--- config.mk ---
export PLATFORM = sky130hd
export DESIGN_NAME = sorted_priority_queue_unit
export DESIGN_NICKNAME = d
export VERILOG_FILES = /design/src/sv/spq_pkg.sv /design/src/sv/spq_core.sv /design/src/sv/sorted_priority_queue_unit.sv
export SDC_FILE = /design/constraint.sdc
export NUM_CORES = 1
export LEC_CHECK = 0
export BUFFER_PORTS_ARGS = -buffer_cell sky130_fd_sc_hd__buf_2
export CELL_PAD_IN_SITES_DETAIL_PLACEMENT = 1
export CELL_PAD_IN_SITES_GLOBAL_PLACEMENT = 1
export CORE_AREA = 2 2 272 274
export DETAILED_ROUTE_END_ITERATION = 8
export DIE_AREA = 0 0 274 276
export PLACE_DENSITY = 0.85
export RECOVER_POWER = 25
export SETUP_SLACK_MARGIN = 0.1
export SLEW_MARGIN = 20
export SYNTH_ARGS = -nofsm -noshare
export SYNTH_HDL_FRONTEND = slang
export SYNTH_HIERARCHICAL = 1
export SYNTH_SLANG_ARGS = --single-unit
--- constraint.sdc ---
create_clock -name clk_i -period 7.2 [get_ports clk_i]
set_input_delay 0 -clock clk_i [delete_from_list [all_inputs] [get_ports clk_i]]
set_output_delay 0 -clock clk_i [all_outputs]
set_load 0.01 [all_outputs]
--- src/sv/spq_pkg.sv ---
// shared types and constants of the sorted priority queue
package spq_pkg;

  // default number of entries held
  localparam int unsigned CAPACITY_DEF = 16;

  // operation codes carried in the op field
  typedef enum logic [2:0] {
    OP_PUSH    = 3'd0,
    OP_POP     = 3'd1,
    OP_SEARCH  = 3'd2,
    OP_DELETE  = 3'd3,
    OP_RESCHED = 3'd4
  } op_e;

  // result status codes
  typedef enum logic [1:0] {
    STAT_OK        = 2'd0,
    STAT_EMPTY     = 2'd1,
    STAT_NOT_FOUND = 2'd2,
    STAT_FULL      = 2'd3
  } status_e;

  // sequencer states of the queue core
  typedef enum logic [2:0] {
    S_IDLE,
    S_SRCH_RD,
    S_SRCH_EV,
    S_DEL_RD,
    S_DEL_EV,
    S_INS_RD,
    S_INS_EV,
    S_DONE
  } state_e;

  // one stored queue entry
  typedef struct packed {
    logic [31:0]        key;
    logic signed [15:0] pri;
  } entry_t;

  // one request to the queue core
  typedef struct packed {
    logic [2:0]         op;
    logic [31:0]        key;
    logic signed [15:0] pri;
  } req_t;

  // one response of the queue core, count travels beside it
  typedef struct packed {
    status_e            status;
    logic [31:0]        key;
    logic signed [15:0] pri;
  } rsp_t;

endpackage

--- src/sv/spq_core.sv ---
// sequencer and entry memory of the sorted priority queue
module spq_core #(
  parameter int unsigned CAPACITY = spq_pkg::CAPACITY_DEF,
  localparam int unsigned CntW = $clog2(CAPACITY + 1)
) (
  input  logic              clk_i,
  input  logic              rst_ni,
  input  logic              req_valid_i,
  output logic              req_ready_o,
  input  spq_pkg::req_t     req_i,
  output logic              rsp_valid_o,
  input  logic              rsp_ready_i,
  output spq_pkg::rsp_t     rsp_o,
  output logic [CntW-1:0]   count_o
);
  import spq_pkg::*;

  localparam int unsigned AW = $clog2(CAPACITY);

  // entry memory, head at address zero
  entry_t mem [CAPACITY];

  state_e            state_q, state_d;
  req_t              req_q, req_d;
  logic [CntW-1:0]   cnt_q, cnt_d;
  logic [CntW-1:0]   idx_q, idx_d;
  status_e           stat_q, stat_d;
  logic [31:0]       fkey_q, fkey_d;
  logic signed [15:0] fpri_q, fpri_d;
  entry_t            rdata_q;

  logic              mem_re;
  logic [AW-1:0]     mem_raddr;
  logic              mem_we;
  logic [AW-1:0]     mem_waddr;
  entry_t            mem_wdata;

  logic [CntW-1:0]   idx_inc;
  logic [CntW-1:0]   idx_dec;
  logic [CntW-1:0]   cnt_dec;
  logic              key_match;
  logic [31:0]       ins_key;

  assign idx_inc   = idx_q + CntW'(1);
  assign idx_dec   = idx_q - CntW'(1);
  assign cnt_dec   = cnt_q - CntW'(1);
  assign key_match = (req_q.op == OP_POP) || (rdata_q.key == req_q.key);
  assign ins_key   = (req_q.op == OP_PUSH) ? req_q.key : fkey_q;

  // memory write port and registered read port
  always_ff @(posedge clk_i) begin
    if (mem_we) begin
      mem[mem_waddr] <= mem_wdata;
    end
  end

  always_ff @(posedge clk_i) begin
    if (mem_re) begin
      rdata_q <= mem[mem_raddr];
    end
  end

  // state and control registers
  always_ff @(posedge clk_i or negedge rst_ni) begin
    if (!rst_ni) begin
      state_q <= S_IDLE;
      cnt_q   <= '0;
      idx_q   <= '0;
    end else begin
      state_q <= state_d;
      cnt_q   <= cnt_d;
      idx_q   <= idx_d;
    end
  end

  // request and result payload
  always_ff @(posedge clk_i) begin
    req_q  <= req_d;
    stat_q <= stat_d;
    fkey_q <= fkey_d;
    fpri_q <= fpri_d;
  end

  // sequencer: scan, shift out and shift in one entry at a time, each as a read state then an evaluate state
  always_comb begin
    state_d   = state_q;
    req_d     = req_q;
    cnt_d     = cnt_q;
    idx_d     = idx_q;
    stat_d    = stat_q;
    fkey_d    = fkey_q;
    fpri_d    = fpri_q;
    mem_re    = 1'b0;
    mem_raddr = idx_q[AW-1:0];
    mem_we    = 1'b0;
    mem_waddr = idx_q[AW-1:0];
    mem_wdata = rdata_q;
    case (state_q)
      S_IDLE: begin
        if (req_valid_i) begin
          req_d  = req_i;
          stat_d = STAT_OK;
          fkey_d = '0;
          fpri_d = '0;
          case (req_i.op)
            OP_PUSH: begin
              if (cnt_q == CntW'(CAPACITY)) begin
                stat_d  = STAT_FULL;
                state_d = S_DONE;
              end else begin
                idx_d   = cnt_q;
                state_d = S_INS_RD;
              end
            end
            OP_POP, OP_SEARCH, OP_DELETE, OP_RESCHED: begin
              if (cnt_q == '0) begin
                stat_d  = STAT_EMPTY;
                state_d = S_DONE;
              end else begin
                idx_d   = '0;
                state_d = S_SRCH_RD;
              end
            end
            default: begin
              state_d = S_DONE;
            end
          endcase
        end
      end
      // look for the first match in queue order
      S_SRCH_RD: begin
        mem_re  = 1'b1;
        state_d = S_SRCH_EV;
      end
      S_SRCH_EV: begin
        if (key_match) begin
          fkey_d = rdata_q.key;
          fpri_d = rdata_q.pri;
          if (req_q.op == OP_SEARCH) begin
            state_d = S_DONE;
          end else begin
            state_d = S_DEL_RD;
          end
        end else if (idx_inc == cnt_q) begin
          stat_d  = STAT_NOT_FOUND;
          state_d = S_DONE;
        end else begin
          idx_d   = idx_inc;
          state_d = S_SRCH_RD;
        end
      end
      // close the gap by moving later entries one place up
      S_DEL_RD: begin
        if (idx_inc < cnt_q) begin
          mem_re    = 1'b1;
          mem_raddr = idx_inc[AW-1:0];
          state_d   = S_DEL_EV;
        end else begin
          cnt_d = cnt_dec;
          if (req_q.op == OP_RESCHED) begin
            idx_d   = cnt_dec;
            state_d = S_INS_RD;
          end else begin
            state_d = S_DONE;
          end
        end
      end
      S_DEL_EV: begin
        mem_we    = 1'b1;
        mem_wdata = rdata_q;
        idx_d     = idx_inc;
        state_d   = S_DEL_RD;
      end
      // open a hole from the tail until the new entry fits
      S_INS_RD: begin
        if (idx_q == '0) begin
          mem_we        = 1'b1;
          mem_wdata.key = ins_key;
          mem_wdata.pri = req_q.pri;
          cnt_d         = cnt_q + CntW'(1);
          state_d       = S_DONE;
        end else begin
          mem_re    = 1'b1;
          mem_raddr = idx_dec[AW-1:0];
          state_d   = S_INS_EV;
        end
      end
      S_INS_EV: begin
        mem_we = 1'b1;
        if ($signed(rdata_q.pri) <= $signed(req_q.pri)) begin
          mem_wdata.key = ins_key;
          mem_wdata.pri = req_q.pri;
          cnt_d         = cnt_q + CntW'(1);
          state_d       = S_DONE;
        end else begin
          mem_wdata = rdata_q;
          idx_d     = idx_dec;
          state_d   = S_INS_RD;
        end
      end
      S_DONE: begin
        if (rsp_ready_i) begin
          state_d = S_IDLE;
        end
      end
      default: begin
        state_d = S_IDLE;
      end
    endcase
  end

  assign req_ready_o  = (state_q == S_IDLE);
  assign rsp_valid_o  = (state_q == S_DONE);
  assign rsp_o.status = stat_q;
  assign rsp_o.key    = fkey_q;
  assign rsp_o.pri    = fpri_q;
  assign count_o      = cnt_q;

endmodule

--- src/sv/sorted_priority_queue_unit.sv ---
// top level of the sorted priority queue with stream ports
// The queue keeps up to CAPACITY tasks in one single-port-write, registered-read
// memory sorted by ascending priority, equal priorities in arrival order. One
// operation is handled at a time and each yields one result transaction. A
// sequencer touches one entry at a time (memory read, then compare and
// write back): a push walks from the tail to its slot, search scans from the
// head to the first matching key, delete adds the shift of the entries behind
// the hit, and reschedule adds a push. An output register holds a finished
// result, so the next transaction can start while the previous result waits
// downstream.
module sorted_priority_queue_unit #(
  parameter int unsigned CAPACITY = spq_pkg::CAPACITY_DEF,
  localparam int unsigned CntW = $clog2(CAPACITY + 1),
  localparam int unsigned OutW = ((50 + CntW + 7) / 8) * 8
) (
  input  logic            clk_i,
  input  logic            rst_ni,
  // op [2:0], task_key [34:3], priority_req [50:35]
  input  logic [55:0]     s_axis_tdata_i,
  input  logic            s_axis_tvalid_i,
  output logic            s_axis_tready_o,
  // status [1:0], found_key [33:2], found_priority [49:34], entry_count [50+:CntW]
  output logic [OutW-1:0] m_axis_tdata_o,
  output logic            m_axis_tvalid_o,
  input  logic            m_axis_tready_i
);
  import spq_pkg::*;

  req_t            req;
  rsp_t            rsp;
  logic            rsp_valid;
  logic            out_free;
  logic [CntW-1:0] count;

  logic            out_vld_q, out_vld_d;
  rsp_t            out_rsp_q;
  logic [CntW-1:0] out_cnt_q;

  // unpack the input transaction
  assign req.op  = s_axis_tdata_i[2:0];
  assign req.key = s_axis_tdata_i[34:3];
  assign req.pri = s_axis_tdata_i[50:35];

  spq_core #(
    .CAPACITY (CAPACITY)
  ) u_core (
    .clk_i       (clk_i),
    .rst_ni      (rst_ni),
    .req_valid_i (s_axis_tvalid_i),
    .req_ready_o (s_axis_tready_o),
    .req_i       (req),
    .rsp_valid_o (rsp_valid),
    .rsp_ready_i (out_free),
    .rsp_o       (rsp),
    .count_o     (count)
  );

  // output register
  assign out_free = !out_vld_q || m_axis_tready_i;

  always_comb begin
    out_vld_d = out_vld_q;
    if (rsp_valid && out_free) begin
      out_vld_d = 1'b1;
    end else if (m_axis_tready_i) begin
      out_vld_d = 1'b0;
    end
  end

  always_ff @(posedge clk_i or negedge rst_ni) begin
    if (!rst_ni) begin
      out_vld_q <= 1'b0;
    end else begin
      out_vld_q <= out_vld_d;
    end
  end

  always_ff @(posedge clk_i) begin
    if (rsp_valid && out_free) begin
      out_rsp_q <= rsp;
      out_cnt_q <= count;
    end
  end

  // pack the output transaction
  assign m_axis_tvalid_o = out_vld_q;
  assign m_axis_tdata_o  = {{(OutW - 50 - CntW){1'b0}}, out_cnt_q,
                            out_rsp_q.pri, out_rsp_q.key, out_rsp_q.status};

  // held count never exceeds the capacity
  assert property (@(posedge clk_i) disable iff (!rst_ni)
    count <= CntW'(CAPACITY))
    else $error("entry count above capacity");

  // a full status is only reported with a full queue
  assert property (@(posedge clk_i) disable iff (!rst_ni)
    (out_vld_q && out_rsp_q.status == STAT_FULL) |-> (out_cnt_q == CntW'(CAPACITY)))
    else $error("full status with room left");

  // an empty status reports no entry and an empty queue
  assert property (@(posedge clk_i) disable iff (!rst_ni)
    (out_vld_q && out_rsp_q.status == STAT_EMPTY) |->
      (out_cnt_q == '0 && out_rsp_q.key == '0 && out_rsp_q.pri == '0))
    else $error("empty status with entries or data");

  // the count never jumps by more than one at a time
  assert property (@(posedge clk_i) disable iff (!rst_ni)
    (count != $past(count)) |->
      (count == $past(count) + CntW'(1) || count == $past(count) - CntW'(1)))
    else $error("entry count jumped");

endmodule
# --- Yosys cells after proc, flatten, opt, wreduce, memory -nomap -nowiden ---
# Memory sizes are Yosys's and may differ from the RTL's. A register that Yosys moved wholly into a read port is not among the register bits.
# Cells that the tools add are included.
op_classes:
  addsub: 4
  n_mul: 0
  div_mod_pow: 0
  magnitude_cmp: 2
  n_eq_ne: 31
  shifts: 0
  n_mux: 56
  bitwise: 0
  reduce_logical: 21
op_table:
  columns: ["operator", "n"]
  rows:
  - ["$mux W32", 3]
  - ["$mux W48", 2]
  - ["$pmux W48 S2", 1]
  - ["$pmux W32 S2", 1]
  - ["$mux W5", 11]
  - ["$eq A32 B32 Y1", 1]
  - ["$mux W16", 2]
  - ["$pmux W16 S2", 1]
  - ["$pmux W5 S5", 1]
  - ["$pmux W3 S8", 1]
  - ["$mux W3", 7]
  - ["$eq A3 B3 Y1 const B", 6]
  - ["$le A16 B16 Y1", 1]
  - ["$eq A3 B2 Y1 const B", 5]
  - ["$pmux W5 S3", 1]
  - ["$mux W2", 7]
  - ["$ne A2 B1 Y1 const B", 6]
  - ["$add A5 B1 Y5 const B", 2]
  - ["$logic_not A5 Y1", 2]
  - ["$ne A2 B2 Y1 const B", 5]
  - ["$pmux W5 S2", 1]
  - ["$reduce_and A10 Y1", 1]
  - ["$sub A5 B1 Y5 const B", 2]
  - ["$eq A3 B1 Y1 const B", 3]
  - ["24 further kinds", 41]
word_totals:
  ff_bits: 170
  latch_bits: 0
  mem_bits_rw: 768
  rom_bits: 0
  output_inout_bits: 58
  wordCells: 129
  mem_count: 1
memory_table:
  columns: ["memory", "depth", "word_bits", "rd", "rd_clocked_by_memory_dff", "write_ports", "line", "rtl"]
  rows:
  - ["u_core.mem", 16, 48, 1, 1, 1, "spq_core.sv:21", "entry_t mem [CAPACITY];"]

# --- Longest topological paths before layout ---
# Gate-level depths: netlist (run 1).
logic_depth:
  depth_word: 5
  mapped_depth: 15

# --- Cells and area by module ---
# Netlist (run 1), hierarchy kept.
modules_own_cells:
  columns: ["mod", "n_inst", "cells_per_inst", "area_per_inst_um2"]
  rows:
  - ["spq_core", 1, 2185, 37263.2]
  - ["sorted_priority_queue_unit", 1, 61, 1716.6]

# --- Worst setup path before layout (run 1) ---
# OpenSTA, ideal clock, no wires.
synth_path:
  path_kind: "register -> register"
  startpoint: "register u_core.idx_q[0]"
  endpoint: "register, netlist name u_core/rdata_q[0]"
  setup_time_ns: 0.525
  arrival_ns: 5.047
  slack_ns: 1.628
  path_stages_with_launch: 8
  n_path_buf: 2
  path_cell_list: "dfrtp_1 -> clkbuf_1 -> inv_1 -> ha_1 -> or4b_4 -> buf_6 -> nor2_1 -> o31ai_1"
synth_between:
  elab_chain_len: 4
  elab_cells_between_ends: 10
synth_rtl:
  columns: ["element", "line", "rtl"]
  rows:
  - ["from (decl)", "spq_core.sv:26", "logic [CntW-1:0] idx_q, idx_d;"]
  - ["from (signal assigned)", "spq_core.sv:72", "idx_q <= idx_d;"]
  - ["$add A5 B1 Y5", "spq_core.sv:44", "assign idx_inc = idx_q + CntW'(1);"]
  - ["$lt A5 B5 Y1", "spq_core.sv:154", "if (idx_inc < cnt_q) begin"]
  - ["$mux W1", "spq_core.sv:154", null]
  - ["$pmux W1 S3 (*)", "spq_core.sv:98", "case (state_q)"]
  - ["net u_core.mem_re", "spq_core.sv:32", "logic mem_re;"]
# Mark *: on every way through the listed nets, which the timed path passes. The rest lies on a longest branch.
# A chain may end at the register's enable or synchronous reset.

# --- Final worst setup path (run 1) ---
layout_path:
  startpoint: "register u_core.idx_q[0]"
  endpoint: "memory u_core/mem[9][7] (netlist bit), enable pin"
layout_between:
  elab_chain_len: 5
layout_rtl:
  columns: ["element", "line", "rtl"]
  rows:
  - ["$logic_not A5 Y1", "spq_core.sv:176", "if (idx_q == '0) begin"]
  - ["$mux W1", "spq_core.sv:176", null]
  - ["$pmux W1 S2", "spq_core.sv:98", null]
  - ["$mux W1", "spq_core.sv:52", "if (mem_we) begin"]
  - ["$mux W1 (implied by the code)", "spq_core.sv:53", "mem[mem_waddr] <= mem_wdata;"]
  - ["to (decl)", "spq_core.sv:21", null]
# Parallel ways exist; a longest one is shown, timed or not.

==> flow_summary.ini, run 1 <==
[run_status]
status = finished, violations left
violations = max-capacitance violations, max-slew violations

[grt]
grt_pass1_vias = 25260
antenna_found_initial = 4
overflow = 0
grt_pass1_wl_mm = 178.3
grt_max_degree = 89
track_usage_pct = 32.81

[final_layout]
area_growth_pct = 13.76
final_cell_mix = 972 x edfxtp_1, 411 x mux2i_1, 191 x o22ai_1
final_common_cell = edfxtp_1
final_net_count = 2519
drive_above_1_share_pct = 11.70

[clock_tree]
cts_hold_repair.buffers = 55
cts_buffer_depth = 3
cts_buffers = 98
cts_resized = 0
cts_root_buffer = clkbuf_16
cts_setup_buffers = 0
tritoncts = done
cts_htree_levels = 3
cts_sinks = 986
clkTransAtPathRegs_ns = 0.06
clock_latency_ns = 0.70

[die]
fp.dieW_um = 274
initial_utilization_pct = 53.70
die_area_um2 = 75620
pin_count = 118
core-area_um2 = 72590
rows = 99
chipHeight_um = 276

[route]
ant_nets = 0
viasPerCell = 6.866
drt_iter0_drc = 2991
drt_first_pass_iters = 5
drcViolationCount = 0
wire_per_inst_um = 35.88
wirelength_mm = 124.3
vias = 23790

[timing]
rsz0062_at_grt = no
slew_headroom_pct = -245.9
tightest_slew_ns = 5.189
finalSetupViolCount = 0
timing.final.crit_period_ns = 6.415
report.final.slew_viol_count = 350
fin_worst_skew_ns = 0.06157
period_share_pct = 89.10
final_hold_viol_count = 0
finalSetupTns_ns = 0
max_freq_ghz = 0.1559

[pwr]
p_total_w = 0.02344
leakage_nw = 15.61
ir_drop_v = 0.0005827
powerDensity_nw_per_um2 = 528.5

[synth]
syn-num-nets = 2335
async_reset_ff_share_pct = 1.420
synth-seq-cells = 986
seq_area_frac_synth_pct = 75.78
synth_area_um2 = 38980
synth_edf_count = 972
synthDistinctLibCells = 71
ys.flop_type = edfxtp_1
synthCells = 2246
yosysWarnings = 6
avgSynthCellArea_um2 = 17.36

[worst_hold_path]
hold_class = primary input to register

[flow_run]
cap_violations = 14

[placement]
post-dp-hpwl_mm = 59.40
port_buffers = 111
place_congestion = 0.8829

[critical_path]
crit_fanout = 48
end_kind = register
cp-start-kind = register
crit_type = register to register
cp.required_ns = 7.34
cp.arrival_ns = 6.55
## area by class of cell
| cell class | count | area, µm² |
|---|---|---|
| Antenna cell | 1 | 2.502 |
| Clock buffer | 116 | 2605 |
| Clock inverter | 59 | 583.1 |
| Fill cell | 6373 | 28240 |
| Inverter | 29 | 108.9 |
| Multi-Input combinational cell | 1108 | 8950 |
| Sequential cell | 986 | 29540 |
| Tap cell | 959 | 1200 |
| Timing Repair Buffer | 207 | 1356 |
## worst max-delay path: stages, from the launching register on
cell and delay [ns]:
dfrtp_1 0.62, inv_1 0.34, ha_1 0.26, or4b_1 0.63
nor2_1 0.28, o21a_1 0.25, nand2_1 0.18, nor2_4 0.12
clkbuf_1 3.17
## sequential cells by signal, indices dropped and copies added (netlist names)
signal           flops
m_axis_tdata_o      50
m_axis_tvalid_o      1
out_cnt_q            5
u_core/count_o       5
u_core/fkey_q       32
u_core/fpri_q       16
u_core/idx_q         5
u_core/mem         768
u_core/rdata_q      48
u_core/req_q        51
u_core/stat_q        2
u_core/state_q       3
## per-stage QoR
stage / std cells / instance area (µm²) / util, % / hold slack, ns / setup slack, ns
finish: 3465 / 44340 / 61.09 / 0.01998 / 0.7845
global route: 3464 / 44340 / 61.09 / 0.03399 / 0.8906
CTS: 3463 / 44430 / 61.21 / 0.006240 / 1.545
detailed placement: 3233 / 40700 / 56.06 / -0.05605 / 1.819
global placement: 3233 / 40690 / 56.06 / -0.06292 / 2.109
floorplan: 2246 / 38980 / - / -0.2956 / 1.628
## worst paths after layout
path                                   start                 end  slack (ns)  cells after the start
setup / recovery             u_core/idx_q[0]    u_core/mem[9][7]        0.78                      8
hold / removal             s_axis_tdata_i[8]    u_core/req_q[21]        0.02                      2
setup reg to reg             u_core/idx_q[0]    u_core/mem[9][7]        0.78                      8
hold reg to reg             u_core/fpri_q[2]  m_axis_tdata_o[36]        0.42                      0
max in group asynchronous             rst_ni     u_core/idx_q[0]        6.26                      3
min in group asynchronous             rst_ni     u_core/idx_q[2]        0.47                      3
## cell families (layout without fill, tap and decap cells)
| group | count (synthesis) | in the layout | share of synthesized area [%] |
|---|---|---|---|
| simple gates | 277 | 277 | 3.897 |
| compound gates | 319 | 319 | 5.194 |
| fa+ha+maj | 29 | 29 | 0.9309 |
| xor+xnor | 48 | 48 | 1.098 |
| other cells | 1 | 2 | 0.009620 |
| buf+inv | 152 | 411 | 1.788 |
| flops | 986 | 986 | 75.78 |
| mux | 434 | 434 | 11.31 |
## report_power, final
| part | internal, W | switching (W) | total (W) |
|---|---|---|---|
| logic | 0.00321 | 0.00621 | 0.00941 |
| clock network | 0.00294 | 0.00235 | 0.00529 |
| registers | 0.00821 | 0.000522 | 0.00873 |
| total | 0.0144 | 0.00908 | 0.0234 |
## Yosys cell counts, drive strengths merged (2+ instances only)
cell | n | area share [%]
a21o | 5 | 0.096
inv | 29 | 0.28
clkbuf | 71 | 0.68
o22ai | 192 | 3.1
nor2b | 3 | 0.048
a211o | 4 | 0.12
nor4 | 4 | 0.064
a211oi | 2 | 0.039
or4 | 49 | 0.95
a2111oi | 2 | 0.045
nand3 | 13 | 0.17
nand2 | 37 | 0.36
mux2i | 411 | 11
nor3 | 10 | 0.13
a31oi | 3 | 0.048
nand2b | 5 | 0.099
xnor2 | 45 | 1.0
o21ai | 20 | 0.26
o2111a | 2 | 0.058
nand3b | 3 | 0.058
and3 | 53 | 0.85
a221oi | 2 | 0.061
mux4 | 3 | 0.17
and3b | 2 | 0.045
edfxtp | 972 | 75
nand4 | 13 | 0.21
dfrtp | 14 | 0.90
buf | 52 | 0.82
ha | 29 | 0.93
o31ai | 2 | 0.039
o311ai | 2 | 0.045
a32oi | 2 | 0.045
o211ai | 8 | 0.15
and2 | 2 | 0.039
a21oi | 55 | 0.71
mux2 | 20 | 0.58
nor2 | 77 | 0.75
xor2 | 3 | 0.067
o21a | 5 | 0.096
## layer usage
layer  track usage, %  wire length [µm]  up-vias
met3            6.679             13730      504
met5                0                27        -
met4            17.96              7306        4
met1            42.04             43630    12060
li1                 -                 -     9324
met2            52.64             59630     1894
No activity file was read; power rests on OpenSTA's default activity.
==> inputs of run 2 (changes only) <==
CORE_AREA = 2 2 316 318   (was 2 2 272 274)
DIE_AREA = 0 0 318 320   (was 0 0 274 276)
PLACE_DENSITY = 0.68   (was 0.85)
==> flow_summary.ini, run 2 (same netlist as run 1, synthesis figures left out) <==
[run_status]
status = finished, violations left
violations = max-capacitance violations, max-slew violations

[timing]
report.final.slew_viol_count = 112
fin_worst_skew_ns = 0.04096
timing.final.crit_period_ns = 6.169
period_share_pct = 85.68
max_freq_ghz = 0.1621
final_hold_viol_count = 0
finalSetupViolCount = 0
finalSetupTns_ns = 0
hold_slack_ns = 0.03127
tightest_slew_ns = 4.985
slew_headroom_pct = -232.5
rsz0062_at_grt = no

[die]
chipHeight_um = 320
fp.dieW_um = 318
core-area_um2 = 97990
rows = 115
pin_count = 118
die_area_um2 = 101800
initial_utilization_pct = 39.78

[critical_path]
r2r_slack_ns = 1.03
endpoint = u_core/mem[0][43]
cp.arrival_ns = 6.47
cp-start-kind = register
r2r_end = u_core/mem[0][43]
crit_fanout = 55
r2r-start = u_core/state_q[0]
cp.required_ns = 7.50
crit_type = register to register
reg2regPathDepth = 7
crit_start = u_core/state_q[0]
end_kind = register

[clock_tree]
cts_root_buffer = clkbuf_16
cts_resized = 0
cts_buffer_depth = 3
clock_latency_ns = 0.70
cts_htree_levels = 3
clkTransAtPathRegs_ns = 0.06
tritoncts = done
cts_buffers = 100
cts_sinks = 986

[final_layout]
fin_util_pct = 46.19
area_growth_pct = 16.10
top_register = u_core/mem
largest_register_ffs = 768
fill_cells = 9295
final_cell_mix = 972 x edfxtp_1, 411 x mux2i_1, 191 x o22ai_1
final_common_cell = edfxtp_1
final_net_count = 2546
drive_above_1_share_pct = 12.01

[pwr]
pwr-share-seq_pct = 38.0
switching_share_pct = 36.60
p_sw_w = 0.008321
power_frac_comb_pct = 39.2
powerDensity_nw_per_um2 = 502.4
power.internal_w = 0.01441
leakage_nw = 15.81
ir_drop_v = 0.0006064
pwr-share-clk_pct = 22.8

[route]
wire_per_inst_um = 27.54
drt_first_pass_iters = 6
drcViolationCount = 0
vias = 21870
ant_nets = 0
viasPerCell = 5.713
wirelength_mm = 105.4
drt_iter0_drc = 1913

[placement]
port_buffers = 111
post-dp-hpwl_mm = 55.15
place_congestion = 0.8363

[grt]
overflow = 0
antenna_found_initial = 1
grt_pass1_wl_mm = 152.9
track_usage_pct = 20.46
grt_max_degree = 74
grt_pass1_vias = 22620

[worst_hold_path]
hold_class = primary input to register

[flow_run]
cap_violations = 2
## run 2: cell types whose count changed in the layout (fill, tap and decap cells not counted), moves of 7 or more
| cell | delta |
|---|---|
| dlygate4sd3_1 | +19 |
| a21oi_1 | +15 |
| a21oi_2 | -15 |
| nor2_1 | -11 |
| nor2_4 | +10 |
| clkbuf_1 | +9 |
| clkinv_1 | -7 |
## run 2: metal layers
layer / share of wire (%) / global-route usage (%) / routed length [µm] / up-vias
li1: - / - / - / 9386
met2: 47 / 33.38 / 49860 / 835
met4: 2.3 / 5.926 / 2393 / 2
met5: 0.012 / 0 / 13 / -
met3: 7.3 / 3.261 / 7668 / 165
met1: 43 / 28.37 / 45470 / 11480
## run 2: how the worst min path moves through the flow
stage | from | end | slack (ns) | cells past startpoint
global placement | rst_ni | u_core/count_o[2] | -0.06 | 1
floorplan | rst_ni | m_axis_tvalid_o | -0.30 | 0
CTS | s_axis_tdata_i[9] | u_core/req_q[22] | 0.00006 | 2
detailed placement | rst_ni | u_core/count_o[2] | -0.06 | 1
finish | s_axis_tdata_i[31] | u_core/req_q[44] | 0.03 | 2
global route | s_axis_tdata_i[4] | u_core/req_q[17] | 0.03 | 2
## run 2: layout make-up
type                            instances  area, µm²  share of cell area [%]
Clock buffer                          125       2596                   5.737
Antenna cell                            1      2.502                0.005529
Clock inverter                         60      681.9                   1.507
Inverter                               29      108.9                  0.2405
Multi-Input combinational cell       1108       8982                   19.85
Timing Repair Buffer                  232       1737                   3.837
Tap cell                             1287       1610                   3.558
Sequential cell                       986      29540                   65.27
## run 2: power by group through the flow
| stage | clock network, W | logic [W] | registers [W] |
|---|---|---|---|
| floorplan | 0 | 0.00623 | 0.00856 |
| global placement | 0 | 0.00847 | 0.00870 |
| detailed placement | 0 | 0.00882 | 0.00874 |
| CTS | 0.00526 | 0.00891 | 0.00863 |
| global route | 0.00547 | 0.00951 | 0.00871 |
| finish | 0.00518 | 0.00891 | 0.00865 |
## run 2: repair_timing
action | CTS | global route
setup endpoints to repair | 0 | 0
hold buffers | 74 | 0
hold endpoints to repair | 72 | 0
buffers inserted | 0 | 0
## run 2: worst max-delay path: stages (launching register included)
cell and delay, ns:
dfrtp_1 0.64, inv_1 0.17, clkbuf_1 2.50, o21a_1 0.49
nand2_1 0.25, nor2_1 0.93, buf_16 0.25, buf_4 0.49
## run 2: per-stage QoR
| step | area, µm² | std cells | power, W | setup WS [ns] |
|---|---|---|---|---|
| 2_1_floorplan | 38980 | 2246 | 0.01479 | 1.628 |
| 4_1_cts | 45310 | 3827 | 0.02280 | 2.107 |
| 3_3_place_gp | 41160 | 3563 | 0.01717 | 2.060 |
| 6_report | 45260 | 3828 | 0.02274 | 1.031 |
| 5_1_grt | 45250 | 3827 | 0.02369 | 0.9048 |
| 3_5_place_dp | 41300 | 3568 | 0.01756 | 2.133 |
